[src/hdl/bdc_pkg.sv]
`timescale 1ns / 1ps
`default_nettype none

package bdc_pkg;

    localparam int unsigned NUM_DOTS = 8;
    localparam logic [7:0] BLACK_COLOR = 8'd0;

    // Palette index to terminal 256-color index.
    localparam logic [7:0] PALETTE_MAP [64] = '{
        8'd244, 8'd25,  8'd19,  8'd54,  8'd125, 8'd160, 8'd124, 8'd88,
        8'd52,  8'd22,  8'd22,  8'd22,  8'd23,  8'd0,   8'd0,   8'd0,
        8'd251, 8'd33,  8'd27,  8'd99,  8'd199, 8'd197, 8'd196, 8'd166,
        8'd166, 8'd64,  8'd28,  8'd29,  8'd32,  8'd234, 8'd0,   8'd0,
        8'd231, 8'd45,  8'd75,  8'd177, 8'd207, 8'd210, 8'd209, 8'd214,
        8'd214, 8'd148, 8'd47,  8'd49,  8'd51,  8'd240, 8'd0,   8'd0,
        8'd231, 8'd159, 8'd159, 8'd183, 8'd219, 8'd217, 8'd223, 8'd229,
        8'd229, 8'd186, 8'd157, 8'd158, 8'd159, 8'd253, 8'd0,   8'd0
    };

    typedef struct packed {
        logic [5:0] pix0;
        logic [5:0] pix1;
        logic [5:0] pix2;
        logic [5:0] pix3;
        logic [5:0] pix4;
        logic [5:0] pix5;
        logic [5:0] pix6;
        logic [5:0] pix7;
        logic [7:0] present;
    } bdc_cell_t;

    typedef struct packed {
        logic [7:0] cell_color;
        logic [7:0] dot_mask;
        logic       draw;
    } bdc_result_t;

    // Mapped colors and vote counts between the count and select stages.
    typedef struct packed {
        logic [NUM_DOTS-1:0][7:0] color;
        logic [NUM_DOTS-1:0][3:0] count;
        logic [NUM_DOTS-1:0]      mask;
    } bdc_vote_t;

endpackage

`default_nettype wire

[src/hdl/bdc_count.sv]
`timescale 1ns / 1ps
`default_nettype none

// Stage 1: palette lookup, presence masking and per-dot match counts.
module bdc_count (
    input  wire logic              clk,
    input  wire logic              rst_n,
    input  wire logic              valid,
    input  bdc_pkg::bdc_cell_t     dots,
    output logic                   vote_valid,
    output bdc_pkg::bdc_vote_t     vote
);
    import bdc_pkg::*;

    logic [NUM_DOTS-1:0][5:0] pix;
    logic [NUM_DOTS-1:0][7:0] color;
    logic [NUM_DOTS-1:0]      mask;
    bdc_vote_t                vote_next;
    bdc_vote_t                vote_reg;
    logic                     valid_reg;

    assign pix = {dots.pix7, dots.pix6, dots.pix5, dots.pix4,
                  dots.pix3, dots.pix2, dots.pix1, dots.pix0};

    always_comb
    begin
        for (int k = 0; k < NUM_DOTS; k++)
        begin
            color[k] = dots.present[k] ? PALETTE_MAP[pix[k]] : BLACK_COLOR;
            mask[k]  = (color[k] != BLACK_COLOR);
        end
    end

    // Black dots get a zero count so they never win the vote.
    always_comb
    begin
        vote_next.color = color;
        vote_next.mask  = mask;
        for (int k = 0; k < NUM_DOTS; k++)
        begin
            vote_next.count[k] = 4'd0;
            if (mask[k])
            begin
                for (int j = 0; j < NUM_DOTS; j++)
                begin
                    vote_next.count[k] = vote_next.count[k]
                                       + {3'd0, (color[j] == color[k])};
                end
            end
        end
    end

    always_ff @(posedge clk or negedge rst_n)
    begin
        if (!rst_n)
        begin
            valid_reg <= 1'b0;
        end
        else
        begin
            valid_reg <= valid;
        end
    end

    always_ff @(posedge clk)
    begin
        vote_reg <= vote_next;
    end

    assign vote_valid = valid_reg;
    assign vote       = vote_reg;

endmodule

`default_nettype wire

[src/hdl/bdc_select.sv]
`timescale 1ns / 1ps
`default_nettype none

// Stage 2: pick the highest count; strict compare keeps the first dot on ties.
module bdc_select (
    input  wire logic              clk,
    input  wire logic              rst_n,
    input  wire logic              vote_valid,
    input  bdc_pkg::bdc_vote_t     vote,
    output logic                   done,
    output bdc_pkg::bdc_result_t   result
);
    import bdc_pkg::*;

    logic [7:0]  best_color;
    logic [3:0]  best_count;
    bdc_result_t result_next;
    bdc_result_t result_reg;
    logic        done_reg;

    always_comb
    begin
        best_color = BLACK_COLOR;
        best_count = 4'd0;
        for (int k = 0; k < NUM_DOTS; k++)
        begin
            if (vote.count[k] > best_count)
            begin
                best_count = vote.count[k];
                best_color = vote.color[k];
            end
        end
        result_next.cell_color = best_color;
        result_next.dot_mask   = vote.mask;
        result_next.draw       = (best_color != BLACK_COLOR);
    end

    always_ff @(posedge clk or negedge rst_n)
    begin
        if (!rst_n)
        begin
            done_reg <= 1'b0;
        end
        else
        begin
            done_reg <= vote_valid;
        end
    end

    always_ff @(posedge clk)
    begin
        result_reg <= result_next;
    end

    assign done   = done_reg;
    assign result = result_reg;

endmodule

`default_nettype wire

[src/hdl/braille_cell_dominant_color_top.sv]
`timescale 1ns / 1ps
`default_nettype none

// Braille cell dominant color.
// Command channel: drive a cell (eight palette indices plus a present mask)
// on "dots" and raise "start"; the transfer happens at a rising edge where
// start is high and busy is low. Result channel: "done" is high for exactly
// one cycle while "result" holds color, dot mask and draw flag; the
// receiver takes it at the edge ending that cycle and cannot stall it.
// Pipeline: a cell passes the input register, the count stage and the
// select stage in that order; done and result are both driven straight
// from registers in the select stage.
// Throughput: one cell per cycle; busy is low whenever not in reset recovery,
// so cells may be issued back to back, each pipeline stage holding one cell.
// The per-cycle work is set by the eight-way match count in the count stage.
// Reset: busy is high while rst_n is low and until its register is first
// clocked again; all valid flags clear, so no stray done strobe appears.
module braille_cell_dominant_color_top (
    input  wire logic              clk,
    input  wire logic              rst_n,
    input  wire logic              start,
    input  bdc_pkg::bdc_cell_t     dots,
    output logic                   busy,
    output logic                   done,
    output bdc_pkg::bdc_result_t   result
);
    import bdc_pkg::*;

    logic       busy_reg;
    logic       valid_reg;
    bdc_cell_t  cell_reg;
    logic       vote_valid;
    bdc_vote_t  vote;
    logic       accept;

    // One transfer per edge whenever not in reset recovery.
    assign accept = start && !busy_reg;

    always_ff @(posedge clk or negedge rst_n)
    begin
        if (!rst_n)
        begin
            busy_reg  <= 1'b1;
            valid_reg <= 1'b0;
        end
        else
        begin
            busy_reg  <= 1'b0;
            valid_reg <= accept;
        end
    end

    // Input register: the cell is captured at the accepting edge.
    always_ff @(posedge clk)
    begin
        if (accept)
        begin
            cell_reg <= dots;
        end
    end

    bdc_count u_count (
        .clk        (clk),
        .rst_n      (rst_n),
        .valid      (valid_reg),
        .dots       (cell_reg),
        .vote_valid (vote_valid),
        .vote       (vote)
    );

    bdc_select u_select (
        .clk        (clk),
        .rst_n      (rst_n),
        .vote_valid (vote_valid),
        .vote       (vote),
        .done       (done),
        .result     (result)
    );

    assign busy = busy_reg;

endmodule

`default_nettype wire

[config.mk]
export PLATFORM = sky130hd
export DESIGN_NAME = braille_cell_dominant_color_top
export DESIGN_NICKNAME = d
export VERILOG_FILES = /design/src/hdl/bdc_pkg.sv /design/src/hdl/bdc_count.sv /design/src/hdl/bdc_select.sv /design/src/hdl/braille_cell_dominant_color_top.sv
export SDC_FILE = /design/constraint.sdc
export NUM_CORES = 1
export LEC_CHECK = 0
export ABC_CLOCK_PERIOD_IN_PS = 12700
export BUFFER_PORTS_ARGS = -buffer_cell sky130_fd_sc_hd__buf_2
export CAP_MARGIN = 30
export CORE_MARGIN = 2
export CORE_UTILIZATION = 40
export CTS_CLUSTER_DIAMETER = 50
export DETAILED_ROUTE_END_ITERATION = 8
export GPL_ROUTABILITY_DRIVEN = 0
export SKIP_CTS_REPAIR_TIMING = 1
export SLEW_MARGIN = 15
export SYNTH_ARGS = -nofsm -noshare
export SYNTH_HDL_FRONTEND = slang
export SYNTH_SLANG_ARGS = --single-unit
[constraint.sdc]
create_clock -name clk -period 12.7 [get_ports clk]
set_input_delay 2.54 -clock clk [delete_from_list [all_inputs] [get_ports clk]]
set_output_delay 2.54 -clock clk [all_outputs]
set_load 0.05 [all_outputs]
* Word level (Yosys, flattened, before mapping) *
Memories as Yosys holds them, arrays and structs flattened.
Index checks and enable logic that the tools add are counted.

word-level totals
  register bits = 181
  bits in read-only memories = 4096
  word-level logic and storage cells = 227
  memories = 8

memories
  memory           depth  width  rd ports  clocked after memory_dff  write ports  RTL line         source
  (no name shown)  64     8      1         0                         0            bdc_count.sv:29  color[k] = dots.present[k] ? PALETTE_MAP[pix[k]] : BLACK_COLOR;
  (no name shown)  64     8      1         0                         0            bdc_count.sv:29
  (no name shown)  64     8      1         0                         0            bdc_count.sv:29
  (no name shown)  64     8      1         0                         0            bdc_count.sv:29
  (no name shown)  64     8      1         0                         0            bdc_count.sv:29
  (no name shown)  64     8      1         0                         0            bdc_count.sv:29
  +2 memories      --     --     --        --                        --           --

cells by class
  $add $sub $neg = 56
  magnitude comparators = 16
  equality and inequality tests = 56
  muxes and demuxes = 39
  bitwise gates (word level) = 8
  reduce and logical (&&, ||, !) cells = 11

operator list
  operator                                                  count
  == test 8 bit                                             56
  2-to-1 mux 8 bit                                          32
  adder 4 x 1 -> 4 bit                                      42
  nonzero test 8 bit                                        9
  greater-or-equal comparator 7 bit, second input constant  8
  inverter 6 -> 7 bit                                       8
  > comparator 4 bit                                        7
  2-to-1 mux 4 bit                                          7
  adder 4 x 1 -> 4 bit, second input constant               6
  adder 1 x 1 -> 2 bit                                      6
  > comparator 4 x 1 -> 1 bit, second input constant        1
  adder 1 x 1 -> 2 bit, first input constant                1
  adder 1 x 1 -> 2 bit, second input constant               1
  logical AND 1 bit                                         1
  zero test 1 bit                                           1

* Longest topological paths before layout *
Gate-level depths: netlist of the first run.

  depth in word-level cells = 17
  mapped depth = 66
  gate-level depth less buffers = 59

* Modules after synthesis *
From an unflattened synthesis of the first run, not the netlist that was laid out.

second synthesis, totals
  cell total of the unflattened synthesis = 2147
  area, all modules = 18375.1 um^2

modules (own cells, without submodules)
  module                           instances  cells each  area each (um^2)
  bdc_count                        1          1785        14390.1
  bdc_select                       1          302         2234.6
  braille_cell_dominant_color_top  1          60          1750.4

* Least setup slack after synthesis of the first run *
OpenSTA, ideal clock, no wires.

  path type = reg-to-reg
  from = reg u_count.vote_reg (netlist bit u_count.vote[11])
  to = reg u_select.result_reg (netlist bit u_select.result[0])
  data arrival time = 11.258 ns
  data required time = 12.566 ns
  setup slack = 1.308 ns
  stages on the path, launching flop included = 63
  path buffers = 7
  clock period less this slack = 11.392 ns
  cells stage by stage = dfxtp_1 inv_1 ha_1 and4_4 a21oi_4 clkbuf_1 clkbuf_1 a21oi_1 ha_1 nand2_1 a2111o_1 o311a_1 o31a_1 o211a_1 buf_6 mux2i_1 inv_1 ha_1 [27 not listed] a21oi_1 a41oi_1 clkbuf_1 nor2_1 a21oi_1 ha_1 nor2b_1 o21ai_0 nand2b_1 a21oi_1 a41o_1 buf_1 nand2_1 o22ai_1 a31oi_1 a21boi_1 nor4_1 or4b_1

RTL lines
  element                 RTL line          source
  from (decl)             bdc_count.sv:19   bdc_vote_t vote_reg;
  from (signal assigned)  bdc_count.sv:67   vote_reg <= vote_next;
  to (signal assigned)    bdc_select.sv:52  result_reg <= result_next;
  to (decl)               bdc_select.sv:18  bdc_result_t result_reg;

==> impl_metrics.json, run 1 <==
{
  "top_layer_used": "met4",
  "via_per_inst": 5.75,
  "hpwlAfterDp_um": 34800,
  "dp.cells": 2627,
  "p_leak_nw": 7.83,
  "drtPass1Iterations": 7,
  "synth_largest_area_cell": "dfxtp_1",
  "period_minus_slack_ns": 11.80,
  "grt_pass1_vias": 14089,
  "die_h_um": 210,
  "synth_edf_count": 56,
  "synthCells": 2128,
  "rr_startpoint": "u_count.vote[9]",
  "ys_warn_count": 0,
  "crit_fanout": 16,
  "max-cap-violations": 0,
  "drive_gt1_share_pct": 10.0,
  "crit_start": "u_count.vote[9]",
  "hp-start": "u_count.vote[4]",
  "power_mw": 2.68,
  "antenna_cells": 0,
  "htree_levels": 4,
  "synthArstFlopShare_pct": 2.21,
  "grt_max_degree": 46,
  "clk_path_buf_depth": 2,
  "hold_path.class": "flip-flop to flip-flop",
  "skew_ns": 0.0127,
  "drc": 0,
  "endpoint_kind": "flip-flop",
  "max_stage_delay_ns": 0.46,
  "area_delta_synth_final_pct": 8.83,
  "track_usage_pct": 21.8,
  "drt_first_iter_violations": 1970,
  "met1_length_um": 22900,
  "worstSetupPathType": "flip-flop to flip-flop",
  "layout_commonest_cell": "inv_1",
  "ys_types": 88,
  "grt_pass1_wl_um": 77700,
  "synth_nets": 2343,
  "start_util_pct": 40.6,
  "final.setup.worst_slack_ns": 0.899,
  "hold_violations": 0,
  "crit_path_start_kind": "flip-flop",
  "wl_um": 48900,
  "final_cell_mix": "inv_1 (180), nand2_1 (172), nor2_1 (157), o21ai_0 (143), xnor2_1 (140)",
  "instances_no_fill": 2670,
  "cts_root_buffer": "clkbuf_16",
  "fill_cells": 4148,
  "reg2reg_depth": 57,
  "worstPathRequired_ns": 13.05,
  "whs_path_depth": 0,
  "cts_buffers": 17,
  "syn_area_um2": 17000,
  "crit_buf_inv": 4,
  "pin_count": 78,
  "critPathMostFrequentCell": "ha_1",
  "rrSetupSlack_ns": 0.90,
  "wl_met3_um": 2960,
  "ys_seq_area_share_pct": 24.7,
  "placement.io_buffers": 77,
  "synth_top_area_share_pct": 14.2,
  "wl_per_cell_um": 18.3,
  "synth_area_leaders": "dfxtp_1 (14%), edfxtp_1 (9.9%), ha_1 (9.5%)",
  "num_vias": 15359,
  "dieArea_um2": 44300,
  "crit_family": "compound AO/OA/AOI/OAI gates",
  "critPathArrivalTime_ns": 12.15,
  "met2WireLength_um": 21900,
  "synthFlopType": "dfxtp_1",
  "antenna_found_initial": 0,
  "avgSynthCellArea_um2": 8.01,
  "min_to": "u_select.result[5]",
  "core_area_um2": 42000,
  "antenna_left": 0,
  "rr_endpoint": "u_select.result[0]",
  "gr-total-overflow": 0,
  "peakVddDrop_mv": 0.121,
  "clock_latency_ns": 0.47,
  "tightest_slew_ns": 1.01,
  "largest_reg_flops": 104,
  "final_nets": 2334,
  "clock-sinks": 181,
  "crit_slowest_cell": "or4b_1",
  "clock.fmax_mhz": 84.7,
  "status": "finished, final reports clean",
  "p_per_area_nw_per_um2": 145,
  "slew_headroom_pct": 31.9,
  "finalSetupViolations": 0,
  "cts_tree": "built",
  "synth.ff_latch_count": 181,
  "dpl_worst_slack_ns": 0.0715,
  "finalMaxSlewViolations": 0,
  "fin_crit_sh_pct": 92.9,
  "path_clk_slew_ns": 0.08,
  "fp-row-count": 75,
  "fp.dieW_um": 210
}
report_power, final:
part	total, mW	switching [mW]	internal (mW)
clock network	0.526	0.250	0.276
registers	0.714	0.0490	0.665
logic	1.44	0.844	0.599
how the worst max path moves through the flow:
stage,end,cells past startpoint,slack (ns)
4_1_cts,u_select.result[0],56,0.01
6_report,u_select.result[0],57,0.90
3_3_place_gp,u_select.result[0],57,0.54
3_5_place_dp,u_select.result[0],56,0.07
2_1_floorplan,u_select.result[0],62,1.31
5_1_grt,u_select.result[0],58,-0.008
routing by layer:
layer  global-route usage, %  up-vias
met5                       0        -
met4                    6.75        0
met3                    3.08       70
met2                    34.1      548
met1                    31.2     7296
li1                        -     7445
metrics by stage:
| step | area, um^2 | util [%] | hold WS (ns) | setup TNS [ns] |
|---|---|---|---|---|
| floorplan | 17000 | - | 0.310 | 0 |
| global placement | 17800 | 42.3 | 0.311 | 0 |
| detailed placement | 17800 | 42.4 | 0.312 | 0 |
| CTS | 18400 | 43.7 | 0.328 | 0 |
| global route | 18600 | 44.1 | 0.336 | -0.00760 |
| finish | 18600 | 44.1 | 0.327 | 0 |
kinds of logic after synthesis:
kind of cell,share of synthesized area (%)
xor gates and xnor gates,12.1
and+or+nand+nor,15.8
muxes,5.85
AOI/OAI and AO/OA,21.3
adders and majority gates,12.6
other,0.0220
DFF,24.7
buffers and inverters,7.64
final cells by class:
cell class / instances / area (um^2) / share of cell area [%]
clock buffer: 18 / 439 / 2.37
clock inverter: 13 / 121 / 0.654
inverter: 185 / 694 / 3.74
multi-input combinational: 1604 / 11600 / 62.3
sequential: 181 / 4210 / 22.7
tap: 539 / 674 / 3.64
timing repair buffer: 130 / 853 / 4.60
synthesized netlist by cell type, types with 19 or more instances:
cell type    n
a211oi_1    30
a21oi_1    121
a31oi_1     25
buf_1       19
clkbuf_1   136
dfxtp_1    121
edfxtp_1    56
fa_1        26
ha_1       130
inv_1      180
mux2_2      19
mux2i_1     43
nand2_1    172
nand3_1     67
nor2_1     157
nor2b_1     22
nor3_1      45
nor4_1      28
o211ai_1    55
o21ai_0    143
o22ai_1     23
o311ai_0    19
xnor2_1    140
xor2_1      96
Note: power is estimated with default switching activity, not from simulation.
==> inputs of run 2 (changes only) <==
SYNTH_HIERARCHICAL = 1   (was not set)
==> impl_metrics.json, run 2 <==
{
  "ys_types": 123,
  "placed_area_um2": 19100,
  "peakVddDrop_mv": 0.282,
  "antenna_left": 0,
  "clock.fmax_mhz": 85.0,
  "regArea_um2": 4210,
  "p_leak_nw": 7.87,
  "synth_nets": 2370,
  "grt_pass1_wl_um": 85200,
  "num_vias": 16453,
  "core_area_um2": 45400,
  "hold_path.class": "flip-flop to flip-flop",
  "finalSetupViolations": 0,
  "worstPathRequired_ns": 13.08,
  "rrSetupSlack_ns": 0.94,
  "wl_um": 53500,
  "endpoint_kind": "flip-flop",
  "grt_max_degree": 57,
  "area_delta_synth_final_pct": 7.84,
  "synth_mux_area_share_pct": 4.24,
  "synthAdderAreaFrac_pct": 12.2,
  "instances_no_fill": 2757,
  "clock-sinks": 181,
  "rr_endpoint": "u_select/result[0]",
  "period_minus_slack_ns": 11.76,
  "grt_pass1_vias": 15543,
  "max-cap-violations": 0,
  "max_stage_delay_ns": 0.55,
  "final.setup.worst_slack_ns": 0.941,
  "clk_path_buf_depth": 2,
  "synth_edf_count": 56,
  "pin_count": 78,
  "path_clk_slew_ns": 0.08,
  "skew_ns": 0.0173,
  "tns_ns": 0,
  "design_area_um2": 19800,
  "drc": 0,
  "synth-xor-area-share_pct": 11.3,
  "crit_slowest_cell": "or4_1",
  "gr-total-overflow": 0,
  "synth_area_leaders": "dfxtp_1 (13%), ha_1 (9.5%), edfxtp_1 (9.2%)",
  "rsz0062_at_grt": "false",
  "cts_tree": "built",
  "fp.dieW_um": 218,
  "critPathArrivalTime_ns": 12.14,
  "synthFlopType": "dfxtp_1",
  "hold_violations": 0,
  "placement.io_buffers": 77,
  "synthCells": 2147,
  "synth_top_family_by_area": "compound AO/OA/AOI/OAI gates",
  "start_util_pct": 40.5,
  "layout_commonest_cell": "inv_1",
  "antenna_cells": 0,
  "track_usage_pct": 22.4,
  "hpwlAfterDp_um": 38000,
  "yosys.area_share.simple_pct": 18.5,
  "worstSetupPathType": "flip-flop to flip-flop",
  "via_per_inst": 5.97,
  "p_per_area_nw_per_um2": 183,
  "synth_largest_area_cell": "dfxtp_1",
  "die_h_um": 218,
  "drtPass1Iterations": 5,
  "cts_buffers": 17,
  "drive_gt1_share_pct": 12.7,
  "final_cell_mix": "inv_1 (161), ha_1 (140), xnor2_1 (133), nand2_1 (123), dfxtp_1 (121)",
  "final_nets": 2367,
  "synth_compound_area_share_pct": 23.3,
  "ys_seq_area_share_pct": 22.9,
  "synthTopCellsByCount": "inv_1 (161), ha_1 (140), xnor2_1 (133), nand2_1 (123), dfxtp_1 (121)",
  "antenna_found_initial": 0,
  "synthArstFlopShare_pct": 2.21,
  "reg2reg_depth": 53,
  "min_to": "u_select/result[4]",
  "tightest_slew_ns": 1.00,
  "crit_path_start_kind": "flip-flop",
  "slew_headroom_pct": 33.2,
  "crit_fanout": 19,
  "avgSynthCellArea_um2": 8.56,
  "largest_reg_flops": 104,
  "whs_path_depth": 0,
  "rr_startpoint": "u_count/vote[9]",
  "finalMaxSlewViolations": 0,
  "clock_latency_ns": 0.50,
  "hp-start": "u_count/vote[3]",
  "critPathMostFrequentCell": "ha_1",
  "htree_levels": 4,
  "syn_area_um2": 18400,
  "drt_first_iter_violations": 2223,
  "fp-row-count": 78,
  "dp.cells": 2717,
  "synth_most_common_cell": "inv_1",
  "multi_input_area_um2": 12800,
  "status": "finished, final reports clean",
  "power_mw": 3.63,
  "ys_warn_count": 6,
  "synth_top_area_share_pct": 13.2,
  "wl_per_cell_um": 19.4,
  "fill_cells": 4399,
  "dieArea_um2": 47700,
  "synth.ff_latch_count": 181,
  "dpl_worst_slack_ns": -0.0480,
  "cts_root_buffer": "clkbuf_16",
  "fin_crit_sh_pct": 92.6
}
==> run 2: cell types whose count changed after synthesis, moves of 16 or more <==
| cell | delta |
|---|---|
| inv_1 | -19 |
| nand3_1 | -27 |
| o21ai_0 | -46 |
| a311oi_1 | +16 |
| buf_2 | +71 |
| nor2_1 | -57 |
| nor2b_1 | +51 |
| clkbuf_1 | -93 |
| nor3b_1 | +17 |
| nand4_1 | +17 |
| a21oi_1 | -20 |
| nand2b_1 | +32 |
| nand2_1 | -49 |
| o211ai_1 | -26 |
==> run 2: worst max-delay path: cells and delay by family (launching register included) <==
kind | cells | cell delay (ns)
adder cells (fa/ha/maj) | 8 | 2.47
buffers and inverters | 5 | 0.62
multiplexers | 4 | 1.03
AND/OR/NAND/NOR | 17 | 3.27
AO/OA/AOI/OAI | 19 | 3.86
flip-flops | 1 | 0.41
==> run 2: how the worst max path moves through the flow <==
stage / from / to
5_1_grt: u_count/vote[9] / u_select/result[0]
4_1_cts: u_count/vote[9] / u_select/result[0]
3_5_place_dp: u_count/vote[9] / u_select/result[0]
2_1_floorplan: u_count/vote[9] / u_select/result[0]
3_3_place_gp: u_count/vote[9] / u_select/result[0]
6_report: u_count/vote[9] / u_select/result[0]
==> run 2: cells by family (layout without fill, tap and decap cells) <==
kind of cell / count (synthesis) / after routing
simple gates: 614 / 614
buf+inv: 320 / 330
fa+ha+maj: 165 / 165
mux: 67 / 67
compound gates: 561 / 561
other cells: 1 / 1
xor+xnor: 238 / 238
flops: 181 / 181
==> run 2: final cells by class <==
class | count | share of cell area [%]
Multi-Input combinational cell | 1646 | 64.8
Sequential cell | 181 | 21.2
Tap cell | 600 | 3.79
Timing Repair Buffer | 119 | 3.76
Inverter | 179 | 3.39
Clock buffer | 18 | 2.22
Clock inverter | 14 | 0.827
==> run 2: power breakdown <==
part	switching, mW	total (mW)	internal (mW)
Clock	0.274	0.544	0.269
Combinational	1.39	2.35	0.958
Sequential	0.0487	0.734	0.685
Total	1.72	3.63	1.91
==> run 2: stage by stage <==
step / hold WS [ns] / utilization [%]
after detailed placement: 0.313 / 42.1
after floorplan: 0.310 / -
after CTS: 0.332 / 43.5
after global placement: 0.315 / 42.0
after global routing: 0.337 / 43.7
final: 0.331 / 43.7
==> run 2: per-layer routing <==
layer  global-route usage [%]  part of all wire [%]  up-vias
met5                        0                     0        -
met4                     8.53                   2.8        0
met3                     3.63                   6.6      104
met2                     34.8                    45      719
met1                     31.2                    45     7843
li1                         -                     -     7787
==> inputs of run 3 (changes only) <==
ABC_AREA = 1   (was not set)
CAP_MARGIN = 40   (was 30)
TNS_END_PERCENT = 10   (was not set)
==> impl_metrics.json, run 3 <==
{
  "rsz0062_at_grt": "false",
  "hold_violations": 0,
  "dieArea_um2": 53300,
  "synthArstFlopShare_pct": 2.21,
  "clock_latency_ns": 0.50,
  "htree_levels": 4,
  "max-cap-violations": 0,
  "p_clk_share_pct": 8.4,
  "pwr-share-comb_pct": 80.2,
  "path_clk_slew_ns": 0.08,
  "num_vias": 22187,
  "via_per_inst": 5.29,
  "ys_types": 49,
  "drt_first_iter_violations": 2485,
  "yosys.area_share.simple_pct": 51.6,
  "synth_area_leaders": "nand2_1 (29%), dfxtp_1 (12%), nand3_1 (11%)",
  "rrSetupSlack_ns": 4.21,
  "critPathMostFrequentCell": "nand2_1",
  "synth.ff_latch_count": 181,
  "crit_start": "u_count/vote[9]",
  "p_leak_nw": 11.7,
  "synthFlopType": "dfxtp_1",
  "tns_ns": 0,
  "critPathArrivalTime_ns": 8.87,
  "start_util_pct": 40.3,
  "tightest_slew_ns": 0.913,
  "hp-start": "u_count/vote[4]",
  "crit_slowest_cell": "nand2_1",
  "placement.io_buffers": 77,
  "finalMaxSlewViolations": 0,
  "rr_startpoint": "u_count/vote[9]",
  "synth_top_family_by_area": "simple AND/OR/NAND/NOR gates",
  "antenna_found_initial": 0,
  "antenna_left": 0,
  "synthTopCellsByCount": "nand2_1 (1590), nand3_1 (432), inv_1 (282), nor2_1 (276), ha_1 (140)",
  "layout_commonest_cell": "nand2_1",
  "grt_pass1_vias": 19406,
  "synth_largest_area_cell": "nand2_1",
  "status": "finished, final reports clean",
  "endpoint": "u_select/result[0]",
  "fp-row-count": 83,
  "antenna_cells": 0,
  "switching_power_mw": 3.80,
  "synth_edf_count": 56,
  "synth_most_common_cell": "nand2_1",
  "synth_top_area_share_pct": 29.0,
  "core_area_um2": 51100,
  "worst_hold_slack_ns": 0.331,
  "max_stage_delay_ns": 0.44,
  "placed_area_um2": 21100,
  "worstPathRequired_ns": 13.08,
  "design_area_um2": 21700,
  "clock.fmax_mhz": 118,
  "slew_headroom_pct": 39.1,
  "fin_crit_sh_pct": 66.8,
  "pin_count": 78,
  "wl_per_cell_um": 16.7,
  "final_cell_mix": "nand2_1 (1590), nand3_1 (432), inv_1 (282), nor2_1 (276), ha_1 (140)",
  "largest_reg_flops": 104,
  "synth_nets": 3748,
  "pwr-share-seq_pct": 11.4,
  "hold_path.class": "flip-flop to flip-flop",
  "hpwlAfterDp_um": 50800,
  "track_usage_pct": 26.1,
  "cts_buffers": 17,
  "switching_share_pct": 56.5,
  "clock-sinks": 181,
  "rr_endpoint": "u_select/result[0]",
  "clk_path_buf_depth": 2,
  "ys_seq_area_share_pct": 20.4,
  "power_mw": 6.73,
  "ys_warn_count": 6,
  "drtPass1Iterations": 7,
  "avgSynthCellArea_um2": 5.84,
  "reg2reg_depth": 53,
  "grt_pass1_wl_um": 109000,
  "synth-xor-area-share_pct": 0.468,
  "area_delta_synth_final_pct": 5.40,
  "skew_ns": 0.0300,
  "period_minus_slack_ns": 8.49,
  "synthAdderAreaFrac_pct": 10.8,
  "wl_um": 70200,
  "gr-total-overflow": 0,
  "cts_root_buffer": "clkbuf_16",
  "synth_mux_area_share_pct": 0.273,
  "worstSetupPathType": "flip-flop to flip-flop",
  "power.internal_mw": 2.92,
  "drive_gt1_share_pct": 8.93,
  "crit_fanout": 23,
  "drc": 0,
  "cts_tree": "built",
  "die_h_um": 231,
  "synthCells": 3525,
  "synth_compound_area_share_pct": 6.30,
  "endpoint_kind": "flip-flop",
  "syn_area_um2": 20600,
  "final_nets": 3728,
  "fp.dieW_um": 231,
  "grt_max_degree": 58,
  "finalSetupViolations": 0,
  "crit_path_start_kind": "flip-flop",
  "peakVddDrop_mv": 0.634,
  "p_per_area_nw_per_um2": 310
}
-- run 3: cell types whose count changed in the layout (fill, tap and decap cells not counted), moves of 37 or more --
cell,before,now
nand2_1,123,1590
nand3_1,39,432
nor2_1,100,276
xnor2_1,133,3
inv_1,161,282
xor2_1,105,8
nor2b_1,73,3
nor3_1,54,6
nand2b_1,48,2
mux2i_1,37,0
-- run 3: kinds of logic (layout without fill, tap and decap cells) --
group	Yosys count	count (layout)
flip-flops	181	181
other	1	1
XOR/XNOR	11	11
AO/OA/AOI/OAI	235	235
multiplexers	5	5
buffers and inverters	454	447
adder cells (fa/ha/maj)	164	164
AND/OR/NAND/NOR	2474	2474
-- run 3: power by group through the flow --
stage | clock network, mW | registers [mW] | logic, mW
3_3_place_gp | 0 | 0.786 | 5.35
6_report | 0.563 | 0.770 | 5.39
4_1_cts | 0.584 | 0.772 | 5.45
5_1_grt | 0.602 | 0.772 | 6.23
2_1_floorplan | 0 | 0.804 | 4.61
3_5_place_dp | 0 | 0.785 | 5.43
-- run 3: final cells by class --
cell class	instances	area [um^2]
clock buffer	17	425
fill	5568	29400
sequential	181	4210
inverter	327	1240
tap	680	851
clock inverter	15	181
timing repair buffer	88	483
multi-input combinational	2890	14300
-- run 3: worst min-delay path by stage --
| stage | end | slack [ns] | cells after the start |
|---|---|---|---|
| floorplan | u_select/result[1] | 0.31 | 0 |
| global placement | u_select/result[6] | 0.31 | 0 |
| detailed placement | u_select/result[4] | 0.32 | 0 |
| CTS | u_select/result[4] | 0.34 | 0 |
| global route | u_select/result[4] | 0.34 | 0 |
| finish | u_select/result[5] | 0.33 | 0 |
-- run 3: metrics by stage --
step | std cells | util [%] | worst slack, ns
floorplan | 3525 | - | 5.23
global placement | 4161 | 41.2 | 4.28
detailed placement | 4165 | 41.3 | 4.15
CTS | 4197 | 42.4 | 4.13
global route | 4198 | 42.5 | 3.00
finish | 4198 | 42.5 | 4.21
-- run 3: routing by layer --
metal	vias to the layer above	global-route usage (%)	wire, um
met2	1101	40.5	30400
met1	9858	36.6	31200
met4	0	8.02	1910
li1	11077	-	-
met5	-	0	0
met3	151	4.80	6700
-- run 3: critical path: cells and delay by family (launching register included) --
| kind | cells | cell delay [ns] |
|---|---|---|
| adders and majority gates | 7 | 2.26 |
| AOI/OAI and AO/OA | 9 | 1.25 |
| and+or+nand+nor | 36 | 4.48 |
| buffers and inverters | 1 | 0.08 |
| DFF | 1 | 0.33 |
